**src/rtl/irla_pkg.sv**
```systemverilog
// ----------------------------------------------------------------------------
// irla_pkg
// Shared widths, register defaults, codes and types of the infrared range
// averaging and linearization block.
// ----------------------------------------------------------------------------
package irla_pkg;

  localparam int SAMPLE_W        = 10;
  localparam int NUM_W           = 16;
  localparam int OFF_W           = 10;
  localparam int ROFF_W          = 8;
  localparam int DIST_W          = 17;
  localparam int AVG_W           = 10;
  localparam int CFG_IDX_W       = 2;
  localparam int CFG_DATA_W      = 16;

  localparam int AVG_SHIFT_DEF   = 3;
  localparam int SAMPLE_BITS_DEF = 10;

  localparam logic [NUM_W-1:0]  NUMERATOR_RST  = 16'd6787;
  localparam logic [OFF_W-1:0]  DIV_OFFSET_RST = 10'd3;
  localparam logic [ROFF_W-1:0] RES_OFFSET_RST = 8'd4;

  typedef enum logic [CFG_IDX_W-1:0] {
    CFG_NUMERATOR  = 2'd0,
    CFG_DIV_OFFSET = 2'd1,
    CFG_RES_OFFSET = 2'd2
  } cfg_idx_t;

  typedef enum logic [1:0] {
    ST_IDLE,
    ST_CHECK,
    ST_DIV,
    ST_DONE
  } state_t;

  typedef struct packed {
    logic             start;
    logic [NUM_W-1:0] dividend;
    logic [OFF_W-1:0] divisor;
  } div_ctl_t;

  typedef struct packed {
    logic done;
  } div_sts_t;

endpackage

```
**src/rtl/irla_if.sv**
```systemverilog
// ----------------------------------------------------------------------------
// irla_if
// Valid/ready request channels for raw samples and for distance results.
// ----------------------------------------------------------------------------
interface irla_in_if;
  logic                           valid;
  logic                           ready;
  logic [irla_pkg::SAMPLE_W-1:0]  sample;

  modport source (output valid, output sample, input ready);
  modport sink   (input valid, input sample, output ready);
endinterface

interface irla_out_if;
  logic                             valid;
  logic                             ready;
  logic signed [irla_pkg::DIST_W-1:0] distance;
  logic [irla_pkg::AVG_W-1:0]       average;
  logic                             out_of_range;

  modport source (output valid, output distance, output average, output out_of_range,
                  input ready);
  modport sink   (input valid, input distance, input average, input out_of_range,
                  output ready);
endinterface

```
**src/rtl/irla_div.sv**
```systemverilog
// ----------------------------------------------------------------------------
// irla_div
// Bit-serial restoring divider: the dividend shifts out one bit per cycle
// and one quotient bit shifts in.
// ----------------------------------------------------------------------------
module irla_div (
  input  logic                      clk,
  input  logic                      rst_n,
  input  irla_pkg::div_ctl_t        ctl,
  output irla_pkg::div_sts_t        sts,
  output logic [irla_pkg::NUM_W-1:0] quotient
);
  import irla_pkg::*;

  localparam int CNT_W = $clog2(NUM_W);

  logic             busy_r, busy_nxt;
  logic             done_r, done_nxt;
  logic [CNT_W-1:0] cnt_r, cnt_nxt;
  logic [OFF_W:0]   rem_r, rem_nxt;
  logic [NUM_W-1:0] quo_r, quo_nxt;
  logic [OFF_W-1:0] den_r, den_nxt;
  logic [OFF_W:0]   shifted;
  logic [OFF_W+1:0] trial;
  logic             fits;

  always_comb begin
    shifted  = {rem_r[OFF_W-1:0], quo_r[NUM_W-1]};
    trial    = {1'b0, shifted} - {2'b00, den_r};
    fits     = ~trial[OFF_W+1];
    busy_nxt = busy_r;
    done_nxt = 1'b0;
    cnt_nxt  = cnt_r;
    rem_nxt  = rem_r;
    quo_nxt  = quo_r;
    den_nxt  = den_r;
    if (ctl.start) begin
      busy_nxt = 1'b1;
      cnt_nxt  = '0;
      rem_nxt  = '0;
      quo_nxt  = ctl.dividend;
      den_nxt  = ctl.divisor;
    end else if (busy_r) begin
      rem_nxt = fits ? trial[OFF_W:0] : shifted;
      quo_nxt = {quo_r[NUM_W-2:0], fits};
      cnt_nxt = cnt_r + 1'b1;
      if (cnt_r == CNT_W'(NUM_W - 1)) begin
        busy_nxt = 1'b0;
        done_nxt = 1'b1;
      end
    end
  end

  always_ff @(posedge clk) begin
    if (!rst_n) begin
      busy_r <= 1'b0;
      done_r <= 1'b0;
      cnt_r  <= '0;
    end else begin
      busy_r <= busy_nxt;
      done_r <= done_nxt;
      cnt_r  <= cnt_nxt;
    end
  end

  always_ff @(posedge clk) begin
    rem_r <= rem_nxt;
    quo_r <= quo_nxt;
    den_r <= den_nxt;
  end

  assign sts.done = done_r;
  assign quotient = quo_r;

endmodule

```
**src/rtl/ir_range_average_and_linearize.sv**
```systemverilog
// A sample that does not close a block is taken while ready stays high.
// The last sample of a block sets the average, which is checked against the divisor
// offset; the divider runs unless the average is at or below that offset, and the
// result is then registered once the output is free. No sample is taken meanwhile.
// Synchronous active-low reset clears the sum, the count and the output valid, and
// loads the register defaults.
// ----------------------------------------------------------------------------
// ir_range_average_and_linearize
// Block averaging of sensor samples and reciprocal conversion to distance.
// ----------------------------------------------------------------------------
module ir_range_average_and_linearize #(
  parameter int AVG_SHIFT   = irla_pkg::AVG_SHIFT_DEF,
  parameter int SAMPLE_BITS = irla_pkg::SAMPLE_BITS_DEF
) (
  input  logic                            clk,
  input  logic                            rst_n,
  input  logic                            cfg_we,
  input  logic [irla_pkg::CFG_IDX_W-1:0]  cfg_index,
  input  logic [irla_pkg::CFG_DATA_W-1:0] cfg_wdata,
  irla_in_if.sink                         in_ch,
  irla_out_if.source                      out_ch
);
  import irla_pkg::*;

  localparam int SUM_W     = SAMPLE_BITS + AVG_SHIFT;
  localparam int CNT_W     = (AVG_SHIFT > 0) ? AVG_SHIFT : 1;
  localparam int BLOCK_LEN = 1 << AVG_SHIFT;

  state_t              state_r, state_nxt;
  logic [SUM_W-1:0]    sum_r, sum_nxt;
  logic [CNT_W-1:0]    count_r, count_nxt;
  logic [AVG_W-1:0]    avg_r, avg_nxt;
  logic                flag_r, flag_nxt;
  logic [NUM_W-1:0]    numerator_r;
  logic [OFF_W-1:0]    div_offset_r;
  logic [ROFF_W-1:0]   res_offset_r;
  logic                out_valid_r, out_valid_nxt;
  logic signed [DIST_W-1:0] dist_r, dist_nxt;
  logic [AVG_W-1:0]    out_avg_r, out_avg_nxt;
  logic                out_flag_r, out_flag_nxt;

  logic [SUM_W-1:0]    sample_ext;
  logic [SUM_W-1:0]    sum_add;
  logic [SUM_W-1:0]    avg_full;
  logic                accept;
  logic                block_end;
  logic [OFF_W:0]      avg_diff;
  div_ctl_t            div_ctl;
  div_sts_t            div_sts;
  logic [NUM_W-1:0]    quotient;

  irla_div u_div (
    .clk      (clk),
    .rst_n    (rst_n),
    .ctl      (div_ctl),
    .sts      (div_sts),
    .quotient (quotient)
  );

  always_ff @(posedge clk) begin
    if (!rst_n) begin
      numerator_r  <= NUMERATOR_RST;
      div_offset_r <= DIV_OFFSET_RST;
      res_offset_r <= RES_OFFSET_RST;
    end else if (cfg_we) begin
      case (cfg_index)
        CFG_NUMERATOR:  numerator_r  <= cfg_wdata[NUM_W-1:0];
        CFG_DIV_OFFSET: div_offset_r <= cfg_wdata[OFF_W-1:0];
        CFG_RES_OFFSET: res_offset_r <= cfg_wdata[ROFF_W-1:0];
        default: ;
      endcase
    end
  end

  always_comb begin
    sample_ext = SUM_W'(in_ch.sample) & SUM_W'({SAMPLE_BITS{1'b1}});
    sum_add    = sum_r + sample_ext;
    avg_full   = sum_add >> AVG_SHIFT;
    accept     = in_ch.valid && in_ch.ready;
    block_end  = (count_r == CNT_W'(BLOCK_LEN - 1));
    avg_diff   = {1'b0, avg_r} - {1'b0, div_offset_r};

    state_nxt        = state_r;
    sum_nxt          = sum_r;
    count_nxt        = count_r;
    avg_nxt          = avg_r;
    flag_nxt         = flag_r;
    out_valid_nxt    = out_valid_r;
    dist_nxt         = dist_r;
    out_avg_nxt      = out_avg_r;
    out_flag_nxt     = out_flag_r;
    div_ctl.start    = 1'b0;
    div_ctl.dividend = numerator_r;
    div_ctl.divisor  = avg_diff[OFF_W-1:0];
    in_ch.ready      = (state_r == ST_IDLE);

    if (out_valid_r && out_ch.ready) begin
      out_valid_nxt = 1'b0;
    end

    case (state_r)
      ST_IDLE: begin
        if (accept) begin
          if (block_end) begin
            sum_nxt   = '0;
            count_nxt = '0;
            avg_nxt   = AVG_W'(avg_full);
            state_nxt = ST_CHECK;
          end else begin
            sum_nxt   = sum_add;
            count_nxt = count_r + 1'b1;
          end
        end
      end
      ST_CHECK: begin
        flag_nxt = (avg_r <= div_offset_r);
        if (avg_r <= div_offset_r) begin
          state_nxt = ST_DONE;
        end else begin
          div_ctl.start = 1'b1;
          state_nxt     = ST_DIV;
        end
      end
      ST_DIV: begin
        if (div_sts.done) begin
          state_nxt = ST_DONE;
        end
      end
      ST_DONE: begin
        if (!out_valid_r || out_ch.ready) begin
          out_valid_nxt = 1'b1;
          out_avg_nxt   = avg_r;
          out_flag_nxt  = flag_r;
          dist_nxt      = flag_r ? '0 :
                          $signed({1'b0, quotient} - {{(DIST_W-ROFF_W){1'b0}}, res_offset_r});
          state_nxt     = ST_IDLE;
        end
      end
      default: begin
        state_nxt = ST_IDLE;
      end
    endcase
  end

  always_ff @(posedge clk) begin
    if (!rst_n) begin
      state_r     <= ST_IDLE;
      sum_r       <= '0;
      count_r     <= '0;
      out_valid_r <= 1'b0;
    end else begin
      state_r     <= state_nxt;
      sum_r       <= sum_nxt;
      count_r     <= count_nxt;
      out_valid_r <= out_valid_nxt;
    end
  end

  always_ff @(posedge clk) begin
    avg_r      <= avg_nxt;
    flag_r     <= flag_nxt;
    dist_r     <= dist_nxt;
    out_avg_r  <= out_avg_nxt;
    out_flag_r <= out_flag_nxt;
  end

  assign out_ch.valid        = out_valid_r;
  assign out_ch.distance     = dist_r;
  assign out_ch.average      = out_avg_r;
  assign out_ch.out_of_range = out_flag_r;

endmodule

```
**src/flat_wrapper.sv**
```systemverilog
// flat-port wrapper written by rule: the top's interface ports become plain ports
module ir_range_average_and_linearize_flat import irla_pkg::*;
#(
  parameter int AVG_SHIFT   = irla_pkg::AVG_SHIFT_DEF,
  parameter int SAMPLE_BITS = irla_pkg::SAMPLE_BITS_DEF
)
  (clk, rst_n, cfg_we, cfg_index, cfg_wdata, in_ch_valid, in_ch_sample, in_ch_ready, out_ch_valid, out_ch_distance, out_ch_average, out_ch_out_of_range, out_ch_ready);
  irla_in_if in_ch_i ();
  irla_out_if out_ch_i ();
  input  logic clk;
  input  logic rst_n;
  input  logic cfg_we;
  input  logic [irla_pkg::CFG_IDX_W-1:0] cfg_index;
  input  logic [irla_pkg::CFG_DATA_W-1:0] cfg_wdata;
  input wire logic [$bits(in_ch_i.valid)-1:0] in_ch_valid;
  input wire logic [$bits(in_ch_i.sample)-1:0] in_ch_sample;
  output wire logic [$bits(in_ch_i.ready)-1:0] in_ch_ready;
  output wire logic [$bits(out_ch_i.valid)-1:0] out_ch_valid;
  output wire logic [$bits(out_ch_i.distance)-1:0] out_ch_distance;
  output wire logic [$bits(out_ch_i.average)-1:0] out_ch_average;
  output wire logic [$bits(out_ch_i.out_of_range)-1:0] out_ch_out_of_range;
  input wire logic [$bits(out_ch_i.ready)-1:0] out_ch_ready;
  assign in_ch_i.valid = in_ch_valid;
  assign in_ch_i.sample = in_ch_sample;
  assign in_ch_ready = in_ch_i.ready;
  assign out_ch_valid = out_ch_i.valid;
  assign out_ch_distance = out_ch_i.distance;
  assign out_ch_average = out_ch_i.average;
  assign out_ch_out_of_range = out_ch_i.out_of_range;
  assign out_ch_i.ready = out_ch_ready;
  ir_range_average_and_linearize #(.AVG_SHIFT(AVG_SHIFT), .SAMPLE_BITS(SAMPLE_BITS)) u_core (.clk(clk), .rst_n(rst_n), .cfg_we(cfg_we), .cfg_index(cfg_index), .cfg_wdata(cfg_wdata), .in_ch(in_ch_i), .out_ch(out_ch_i));
endmodule
```
**config.mk**
```make
export PLATFORM = sky130hd
export DESIGN_NAME = ir_range_average_and_linearize_flat
export DESIGN_NICKNAME = d
export VERILOG_FILES = /design/src/rtl/irla_pkg.sv /design/src/rtl/irla_if.sv /design/src/rtl/irla_div.sv /design/src/rtl/ir_range_average_and_linearize.sv /design/src/flat_wrapper.sv
export SDC_FILE = /design/constraint.sdc
export NUM_CORES = 1
export LEC_CHECK = 0
export ABC_AREA = 1
export BUFFER_PORTS_ARGS = -buffer_cell sky130_fd_sc_hd__buf_2
export CAP_MARGIN = 15
export CORE_ASPECT_RATIO = 0.9
export CORE_MARGIN = 3
export CORE_UTILIZATION = 55
export DETAILED_ROUTE_END_ITERATION = 10
export PLACE_DENSITY = 0.87
export SYNTH_ARGS = -nofsm -noshare
export SYNTH_HDL_FRONTEND = slang
export SYNTH_SLANG_ARGS = --single-unit
export TNS_END_PERCENT = 1
```
**constraint.sdc**
```tcl
create_clock -name clk -period 6.73 [get_ports clk]
set_clock_uncertainty 0.15 [all_clocks]
set_input_delay 1.0095 -clock clk [delete_from_list [all_inputs] [get_ports clk]]
set_output_delay 1.0095 -clock clk [all_outputs]
set_load 0.01 [all_outputs]
```
---- Word level (Yosys, flattened, before mapping) ----
Cells that the tools add are included.
storage, ports and cells
  memories ................................ 0
  memory bits (writable) .................. 0
  bits in read-only memories .............. 0
  output and inout port bits .............. 30
  logic and storage cells ................. 75
  bits of input ports ..................... 33
  latch bits .............................. 0
  bits in registers ....................... 134
operators by class
  reduce and logical (&&, ||, !) cells .... 16
  shifts and indexed selects .............. 0
  add/subtract/negate cells ............... 6
  div/mod/pow operators ................... 0
  bitwise gates (word level) .............. 3
  order comparisons ....................... 1
  eq/ne operators ......................... 11
  multiply operators ...................... 0
  muxes and demuxes ....................... 20
operators by type and width
  kind                 number
  $mux 16              2
  $sub 16x8->17        1
  $add 13x10->13       1
  $mux 13              1
  $sub 11x10->12       1
  $le 10x10->1         1
  $mux 1               10
  $mux 10              1
  $reduce_and 2->1     5
  $sub 10x10->10       1
  $mux 2               4
  $pmux 2 s4           1
  $eq 2x2->1 const B   3
  $ne 2x2->1 const B   3
  $add 4x1->4 const B  1
  $eq 2x1->1 const B   2
  $eq 4x4->1 const B   1
  $logic_not 2->1      2
  $reduce_and 4->1     1
  $add 3x1->3 const B  1
  $eq 3x3->1 const B   1
  $mux 3               1
  $not 1->1            3
  $reduce_and 3->1     1
  other kinds (7)      8

---- Longest topological paths before layout ----
Gate-level depths: netlist of run 1.
  depth after elaboration ................. 4
  depth in mapped cells ................... 13
  mapped depth without buffers ............ 13

---- Hierarchy ----
Synthesis of run 1 repeated with hierarchy kept, for this count alone.
second synthesis, totals
  cell total of the unflattened synthesis .. 879
  area total of the unflattened synthesis .. 7,243.2 µm²
modules (own cells, without submodules)
  module                          cells each  area an instance (µm²)  instances
  ir_range_average_and_linearize  587         4,916.0                 1
  irla_div                        292         2,327.2                 1

---- Worst setup path after synthesis of run 1 ----
OpenSTA, ideal clock, no wires.
  path type ............................... input -> register
  start ................................... input port out_ch_ready
  end ..................................... register u_core.out_avg_r[0], in the netlist u_core.out_ch.average[0] (enable)
  arrival ................................. 2,448 ps
  cell stages on the path ................. 2
  path buffers ............................ 0
  setup slack ............................. 3,710 ps
  setup time .............................. 422 ps
  path through ............................ inv_1 > a21oi_1
on the way
  longest elaborated chain between the ends .. 2
ends and longest elaborated chain
  item                        line                                   source
  start: declaration          flat_wrapper.sv:22                     input wire logic [$bits(out_ch_i.ready)-1:0] out_ch_ready;
  $logic_or 1x1->1            ir_range_average_and_linearize.sv:130  if (!out_valid_r || out_ch.ready) begin
  $reduce_and 2->1 (no line)  --
  end signal: assignment      ir_range_average_and_linearize.sv:163  out_avg_r <= out_avg_nxt;
  end: declaration            ir_range_average_and_linearize.sv:39   logic [AVG_W-1:0] out_avg_r, out_avg_nxt;
No other way between the ends.
A chain may end at the register's enable or synchronous reset.

---- Worst setup path after layout of run 1 ----
  start ................................... register u_core.avg_r[0]
  end ..................................... register u_core.u_div.rem_r[9]
on the way
  longest elaborated chain between the ends .. 3
ends and longest elaborated chain
  item                      line                                   source
  start: declaration        ir_range_average_and_linearize.sv:32   logic [AVG_W-1:0] avg_r, avg_nxt;
  start signal: assignment  ir_range_average_and_linearize.sv:160  avg_r <= avg_nxt;
  $le 10x10->1              ir_range_average_and_linearize.sv:117  if (avg_r <= div_offset_r) begin
  $mux 1                    ir_range_average_and_linearize.sv:117
  $mux 1                    ir_range_average_and_linearize.sv:101  case (state_r)
  end signal: assignment    irla_div.sv:67                         rem_r <= rem_nxt;
  end: declaration          irla_div.sv:20                         logic [OFF_W:0] rem_r, rem_nxt;
No other way between the ends.

==> impl_metrics.toml, run 1 <==
[outcome]
status = "completed"

[critical_path]
cp-end-kind = "flip-flop"
worstReg2RegEnd = "u_core.u_div.rem_r[9]$_SDFFE_PP0P_"
path_common_cell = "inv_1"
reg2reg_from = "u_core.avg_r[0]$_DFFE_PP_"
crit_required_ns = 6.89
crit_chain = "inv_1, ha_1, fa_1, inv_1, nand3_1, nand3_2, nand3_4, nand2_2, inv_2, nand2_1, o21ai_1"
critPathLaunchType = "flip-flop"
crit_type = "reg2reg"
critical_path.n_buffers_inverters = 3
crit_family = "simple AND/OR/NAND/NOR gates"
crit_arrival_ns = 2.80
worstRegToRegCells = 11
rrSetupSlack_ns = 4.09
slowest_stage = "fa_1"
cp_max_fo = 18
max_stage_delay_ns = 0.42

[synth]
synth_ff_type = "dfxtp_1"
synth_fa_ha_area_frac = 0.0913
synth_top_area_share = 0.277
synth_fp_nets = 939
synth_edf_count = 65
post_synth_num_cell_types = 43
yosysMostFrequentCell = "nand2_1"
yosysWarnings = 0
yosys.area_share.simple = 0.237
synth_top_family_by_area = "simple AND/OR/NAND/NOR gates"
synth_seq_cells = 134
ys_seq_area_frac = 0.473
async_flop_share = 0
synthCells = 857
syn_avg_cell_area_sq_um = 8.22
netlist_area_sq_um = 7050
synth_area_leaders = "edfxtp_1, dfxtp_1, nand2_1"
synthMuxAreaShare = 0
yosysTopAreaCell = "edfxtp_1"
synthTopCellsByCount = "nand2_1, inv_1, nor2_1"
synth-xor-area-share = 0.0236
synth_compound_area_frac = 0.107

[cts]
cts_setup_buffers = 0
cts_made_buffers = 17
cts_tree = "done"
cts_buffer_depth = 2
post_cts_resized = 0
cts_root_buffer = "clkbuf_16"
hold_buffers = 0
clock_sinks = 134
clk_latency_ns = 0.42
htreeDepth = 4
path_clk_slew_ns = 0.06

[timing]
worst_pin_slew_ns = 1.03
rsz0062_at_grt = "false"
tns_ns = 0
setup_violations = 0
relSlewSlack = 0.310
hold_viol_final = 0
fin_crit_sh = 0.393
drv_slew = 0
whs_ns = 0.315
fmax_ghz = 0.379
period_minus_slack_ns = 2.64

[drt]
viasPerCell = 5.43
drt-initial-drc-count = 637
ant_nets = 0
vias = 5941
wirelength_um = 16200
routedWlPerCell_um = 14.9
drt_pass1_iterations = 5
drc = 0

[final_layout]
diodes = 0
drive_above_1_share = 0.118
fin_nets = 1003
num-fill-cells = 954
area_delta_synth_final_pct = 15.6

[worst_hold_path]
hold_start = "u_core.res_offset_r[5]$_SDFFE_PN0P_"
hold_path_class = "reg2reg"
hold_path_end = "u_core.res_offset_r[5]$_SDFFE_PN0P_"
min_path_cells = 2

[global_routing]
antenna_found_initial = 0
grt_pass1_vias = 5496
grt_max_degree = 39
grt_pass1_wl_um = 26300
grt_overflow_total = 0
grt_usage = 0.232

[run]
maxCapViolCount = 0

[floorplanning]
die_width_um = 125
start_util = 0.574
ioPinCount = 63
rows = 38
dieArea_sq_um = 14200
die_h_um = 113
coreArea_sq_um = 12300

[place]
dp_hpwl_um = 11000
numPortBuffers = 62
gp_congestion = 0.881

[pwr]
leakage_nw = 3.63
powerDensity_nw_per_um2 = 392
power_mw = 3.20
power.ir.vdd_worst_v = 0.000182
through the flow:
step | instance area (sq um) | utilization | std cells | worst slack [ns]
after floorplan | 7050 | - | 857 | 3.71
after global placement | 7470 | 0.609 | 1062 | 3.80
after detailed placement | 7470 | 0.609 | 1062 | 3.76
after CTS | 8140 | 0.664 | 1094 | 4.11
after global routing | 8140 | 0.664 | 1094 | 3.81
final | 8140 | 0.664 | 1094 | 4.09
where the power goes:
| part | leakage (nW) | internal, mW | switching, mW | total, mW |
|---|---|---|---|---|
| Sequential | 1.16 | 1.05 | 0.101 | 1.15 |
| Combinational | 2.15 | 0.352 | 0.638 | 0.990 |
| Clock | 0.323 | 0.703 | 0.354 | 1.06 |
layer usage:
layer / vias to the layer above / share of wire / track usage
li1: 2971 / - / -
met1: 2701 / 0.43 / 0.299
met2: 224 / 0.46 / 0.367
met3: 45 / 0.075 / 0.0646
met4: 0 / 0.032 / 0.108
met5: - / 0 / 0
tightest hold or removal path, cell delays in order (launching register included):
cell     delay, ns
dfxtp_1       0.29
inv_1         0.07
a21oi_1       0.06
registers in the layout, summed over array words and instances (netlist names), 4 cells and up:
name,flops
u_core.sum_r,13
u_core.res_offset_r,8
u_core.div_offset_r,10
u_core.out_ch.distance,17
u_core.out_ch.average,10
u_core.numerator_r,16
u_core.avg_r,10
u_core.u_div.cnt_r,4
u_core.u_div.rem_r,10
u_core.u_div.quotient,16
u_core.u_div.den_r,10
worst max-delay path by stage:
stage / start / end / slack, ns / depth (start not counted)
final: u_core.avg_r[0]$_DFFE_PP_ / u_core.u_div.rem_r[9]$_SDFFE_PP0P_ / 4.09 / 11
after global routing: u_core.state_r[1]$_SDFFE_PN0P_ / u_core.sum_r[3]$_SDFFE_PN0P_ / 3.81 / 6
after CTS: u_core.avg_r[0]$_DFFE_PP_ / u_core.u_div.rem_r[9]$_SDFFE_PP0P_ / 4.11 / 11
after detailed placement: in_ch_valid / u_core.sum_r[10]$_SDFFE_PN0P_ / 3.76 / 5
after global placement: in_ch_valid / u_core.sum_r[9]$_SDFFE_PN0P_ / 3.80 / 5
after floorplan: out_ch_ready / u_core.out_ch.average[0]$_DFFE_PP_ / 3.71 / 2
placed cells by master (no fill, tap or decap), types with 3 or more instances in the layout:
master	netlist	layout
nand3b_1	4	4
nand4_1	10	10
o21ai_0	46	46
o211ai_1	3	3
clkinv_1	1	3
dfxtp_1	69	69
inv_1	98	98
xor2_1	9	9
nand2_2	4	4
buf_2	1	62
nand3_1	55	55
nand2_1	214	214
nor2_1	87	87
bufinv_16	0	6
o21a_1	4	4
ha_1	45	45
nor3_1	7	7
clkbuf_16	0	17
a21oi_1	73	72
o21ai_2	3	3
xnor2_1	10	10
and2_1	5	5
edfxtp_1	65	65
fa_1	4	4
o21ai_1	3	3
logic make-up after synthesis:
kind of cell / count (synthesis)
AOI/OAI and AO/OA: 141
xor gates and xnor gates: 19
adders and majority gates: 49
buffers and inverters: 119
DFF: 134
and+or+nand+nor: 395
layout make-up:
cell class,count,area [sq um],area share
tap,160,200,0.0246
multi-input combinational,604,3240,0.398
sequential,134,3330,0.409
timing repair buffer,63,318,0.0390
inverter,101,382,0.0469
clock inverter,13,226,0.0278
clock buffer,19,443,0.0544
Note: power is estimated with default switching activity, not from simulation.
==> run 2: changes to the inputs <==
clock period = 2.5 ns   (was 6.73 ns; I/O delays follow)
==> run 2 against run 1 <==
Effect of this change:
- critical path type unchanged
- critical path depth unchanged
- largest cell class unchanged
- global-route usage down 0.19 points
- combinational power rose to 2.8 times the previous value
==> impl_metrics.toml, run 2 (synthesized netlist as in run 1, its figures left out) <==
[drt]
drc = 0
viasPerCell = 5.46
routedWlPerCell_um = 14.7
wirelength_um = 16200
ant_nets = 0
drt-initial-drc-count = 641
drt_pass1_iterations = 7
vias = 6026

[pwr]
comb_power_share = 0.333
leakage_nw = 3.64
internal_power_mw = 5.28
pwr-share-clk = 0.294
seqPwrFrac = 0.373
power_mw = 8.28
power.ir.vdd_worst_v = 0.000557
swShare = 0.362
powerDensity_nw_per_um2 = 1020
switchingPower_mw = 3.00

[cts]
cts_buffer_depth = 2
cts_root_buffer = "clkbuf_16"
hold_buffers = 0
cts_tree = "done"
clk_latency_ns = 0.42
path_clk_slew_ns = 0.06
cts_made_buffers = 17
clock_sinks = 134
htreeDepth = 4

[timing]
setup_violations = 0
tns_ns = 0
fin_crit_sh = 0.927
worst_pin_slew_ns = 0.694
rsz0062_at_grt = "false"
hold_viol_final = 0
period_minus_slack_ns = 2.32
drv_slew = 0
relSlewSlack = 0.534
fmax_ghz = 0.432

[critical_path]
crit_arrival_ns = 2.46
cp-end-kind = "flip-flop"
reg2reg_from = "u_core.avg_r[0]$_DFFE_PP_"
crit_type = "reg2reg"
crit_required_ns = 2.64
crit_family = "adder cells"
crit_start = "u_core.avg_r[0]$_DFFE_PP_"
critical_path.n_buffers_inverters = 4
crit_chain = "inv_1, ha_1, fa_1, inv_1, nand3_1, nand3_2, nand3_4, inv_6, buf_4, nand2_1, nand2_1"
critPathLaunchType = "flip-flop"
rrSetupSlack_ns = 0.18
cp_max_fo = 30
slowest_stage = "fa_1"
max_stage_delay_ns = 0.41

[global_routing]
grt_overflow_total = 0
grt_usage = 0.230
grt_pass1_wl_um = 26400
grt_max_degree = 31
grt_pass1_vias = 5623
antenna_found_initial = 0

[final_layout]
largest_reg_flops = 17
area_delta_synth_final_pct = 15.3
drive_above_1_share = 0.126
diodes = 0
final_common_cell = "nand2_1"
final_cell_mix = "nand2_1, inv_1, nor2_1"
fin_nets = 1012
fin_util = 0.662
num-fill-cells = 966

[floorplanning]
rows = 38
ioPinCount = 63
start_util = 0.574
die_width_um = 125
coreArea_sq_um = 12300
die_h_um = 113
dieArea_sq_um = 14200

[worst_hold_path]
hold_start = "cfg_wdata[12]"
hold_path_class = "in2reg"

[place]
gp_congestion = 0.913
dp_hpwl_um = 11600
numPortBuffers = 62

[run]
maxCapViolCount = 0

[outcome]
status = "completed"
==> run 2: changes by cell type in the layout (fill, tap and decap cells not counted), moves of 2 or more <==
cell       before  now
clkbuf_16      17   19
buf_4           1   10
bufinv_16       6    1
clkinv_2        1    4
==> run 2: repair_timing <==
| action | 4_1_cts | 5_1_grt |
|---|---|---|
| resized for setup | 0 | 2 |
| setup endpoints to repair | 0 | 9 |
| buffers inserted | 0 | 0 |
==> run 2: worst paths after layout <==
check                                                      endpoint  cells after the start
worst min-delay path            u_core.numerator_r[12]$_SDFFE_PN1P_                      3
worst min register to register   u_core.numerator_r[7]$_SDFFE_PN1P_                      2
worst max-delay path             u_core.u_div.quotient[6]$_DFFE_PP_                     11
worst max register to register   u_core.u_div.quotient[6]$_DFFE_PP_                     11
==> run 2: metrics by stage <==
step / hold slack [ns] / cell area, sq um / setup WS (ns) / instances
2_1_floorplan: 0.274 / 7050 / 0.382 / 857
3_3_place_gp: 0.281 / 7540 / 0.178 / 1071
3_5_place_dp: 0.288 / 7540 / 0.0849 / 1071
4_1_cts: 0.00302 / 8120 / 0.0828 / 1103
5_1_grt: 0.0106 / 8130 / 0.0565 / 1103
6_report: 0.0105 / 8130 / 0.183 / 1103
==> run 2: metal layers <==
metal / wire length (um) / global-route usage / part of all wire
met1: 7040 / 0.300 / 0.43
met3: 1230 / 0.0557 / 0.076
met2: 7630 / 0.373 / 0.47
met4: 331 / 0.0939 / 0.020
met5: 0 / 0 / 0
==> run 2: worst reg2reg max path, delay by kind of cell (launching register included) <==
| kind | cells | cell delay, ns |
|---|---|---|
| simple gates | 5 | 0.49 |
| fa+ha+maj | 2 | 0.63 |
| flops | 1 | 0.35 |
| buf+inv | 4 | 0.57 |
==> run 2: power groups by stage <==
stage / Sequential, mW / Clock (mW) / Combinational, mW
3_5_place_dp: 3.12 / 0 / 2.66
6_report: 3.09 / 2.43 / 2.76
3_3_place_gp: 3.11 / 0 / 2.57
4_1_cts: 3.08 / 2.45 / 2.71
2_1_floorplan: 3.04 / 0 / 2.09
5_1_grt: 3.13 / 2.54 / 3.15
==> run 2: layout make-up <==
class | instances | area [sq um] | area share
inverters | 101 | 384 | 0.0473
multi-input cells | 604 | 3240 | 0.399
well taps | 160 | 200 | 0.0246
repair buffers | 72 | 385 | 0.0474
clock buffers | 20 | 479 | 0.0590
clock inverters | 12 | 98.8 | 0.0122
flip-flops and latches | 134 | 3330 | 0.410
==> run 3: changes to the inputs <==
CORE_UTILIZATION = 25   (was 55)
PLACE_DENSITY = 0.52   (was 0.87)
==> run 3 against run 2 <==
Effect of this change:
- cell count is 18% higher
- worst setup slack improved by 0.012 ns
- total power is 1.4% higher
- global-route usage down 12 points
- fmax up 0.51%
- combinational power barely moved
- critical path type unchanged
==> impl_metrics.toml, run 3 (synthesized netlist as in run 1, its figures left out) <==
[outcome]
status = "completed"

[cts]
clk_latency_ns = 0.42
cts_setup_buffers = 0
path_clk_slew_ns = 0.06
cts_made_buffers = 17
cts_buffer_depth = 2
htreeDepth = 4
post_cts_resized = 0
cts_tree = "done"
cts_root_buffer = "clkbuf_16"
clock_sinks = 134
hold_buffers = 2

[final_layout]
drive_above_1_share = 0.132
final_common_cell = "nand2_1"
fin_area_sq_um = 8460
area_delta_synth_final_pct = 20.0
final_cell_count_no_fill = 1303
largest_reg_flops = 17
diodes = 0
fin_nets = 1018
final_cell_mix = "nand2_1, inv_1, nor2_1"

[critical_path]
crit_type = "reg2reg"
cp-end-kind = "flip-flop"
crit_required_ns = 2.47
cp_max_fo = 22
critPathLaunchType = "flip-flop"
crit_arrival_ns = 2.28

[floorplanning]
coreArea_sq_um = 27400
rows = 57
start_util = 0.257
ioPinCount = 63
die_h_um = 165
dieArea_sq_um = 30200
die_width_um = 183

[global_routing]
grt_pass1_vias = 5273
grt_overflow_total = 0
antenna_found_initial = 0
grt_max_degree = 29
grt_usage = 0.114
grt_pass1_wl_um = 27100

[drt]
drc = 0
wirelength_um = 16600
routedWlPerCell_um = 12.7
ant_nets = 0
drt-initial-drc-count = 317
drt_pass1_iterations = 5
vias = 5599
viasPerCell = 4.30

[timing]
period_minus_slack_ns = 2.31
worst_pin_slew_ns = 0.614
hold_viol_final = 0
rsz0062_at_grt = "false"
fin_crit_sh = 0.922
drv_slew = 0
relSlewSlack = 0.590
setup_violations = 0
fmax_ghz = 0.434
tns_ns = 0

[place]
numPortBuffers = 62
gp_congestion = 0.825
dpl.cell_count = 1269
dpl-instance-area_sq_um = 7830
dp_hpwl_um = 12700

[run]
maxCapViolCount = 0

[worst_hold_path]
hold_path_class = "in2reg"

[pwr]
power.ir.vdd_worst_v = 0.000355
leakage_nw = 3.67
power_mw = 8.39
powerDensity_nw_per_um2 = 993
## run 3: cell count changes in the layout (fill, tap and decap cells not counted), sizes merged
cell / before / now
clkinv: 10 / 3
clkinvlp: 0 / 5
buf: 72 / 76
bufinv: 1 / 3
clkbuf: 20 / 18
dlygate4sd3: 0 / 2
inv: 102 / 104
## run 3: critical path: stages, from the launching register on
cell and delay, ns:
edfxtp_1 0.35, inv_1 0.05, ha_1 0.21, fa_1 0.42
inv_1 0.12, nand3_1 0.10, nand3_2 0.11, nand3_4 0.11
inv_4 0.21, buf_4 0.20
## run 3: area by class of cell
class                   instances  area (sq um)
clock buffers                  18           429
clock inverters                14           174
fillers                      2924         18900
inverters                     101           382
multi-input cells             604          3250
flip-flops and latches        134          3330
well taps                     354           443
repair buffers                 78           448
## run 3: per-stage QoR
step | util | setup slack, ns | hold slack, ns
2_1_floorplan | - | 0.382 | 0.274
3_3_place_gp | 0.286 | 0.242 | 0.289
3_5_place_dp | 0.286 | 0.193 | 0.297
4_1_cts | 0.309 | 0.176 | 0.00688
5_1_grt | 0.309 | 0.0444 | 0.0142
6_report | 0.309 | 0.195 | 0.0307
## run 3: worst paths after layout
kind / slack (ns) / endpoint / depth (start not counted) / from
setup reg to reg: 0.19 / u_core.u_div.den_r[4]$_DFFE_PP_ / 9 / u_core.avg_r[0]$_DFFE_PP_
hold / removal: 0.03 / u_core.numerator_r[13]$_SDFFE_PN0P_ / 3 / cfg_wdata[13]
setup / recovery: 0.19 / u_core.u_div.den_r[4]$_DFFE_PP_ / 9 / u_core.avg_r[0]$_DFFE_PP_
hold reg to reg: 0.31 / u_core.numerator_r[0]$_SDFFE_PN1P_ / 2 / u_core.numerator_r[0]$_SDFFE_PN1P_
## run 3: per-layer routing
metal	GRT usage	vias to the layer above	share of wire
met5	0	-	0
li1	-	2998	-
met3	0.0289	11	0.052
met1	0.163	2475	0.51
met2	0.170	115	0.42
met4	0.0336	0	0.011
## run 3: report_power, final
part | switching, mW | total (mW) | internal [mW]
combinational | 1.73 | 2.74 | 1.01
sequential | 0.255 | 3.07 | 2.82
clock | 1.00 | 2.58 | 1.58
total | 2.99 | 8.39 | 5.41
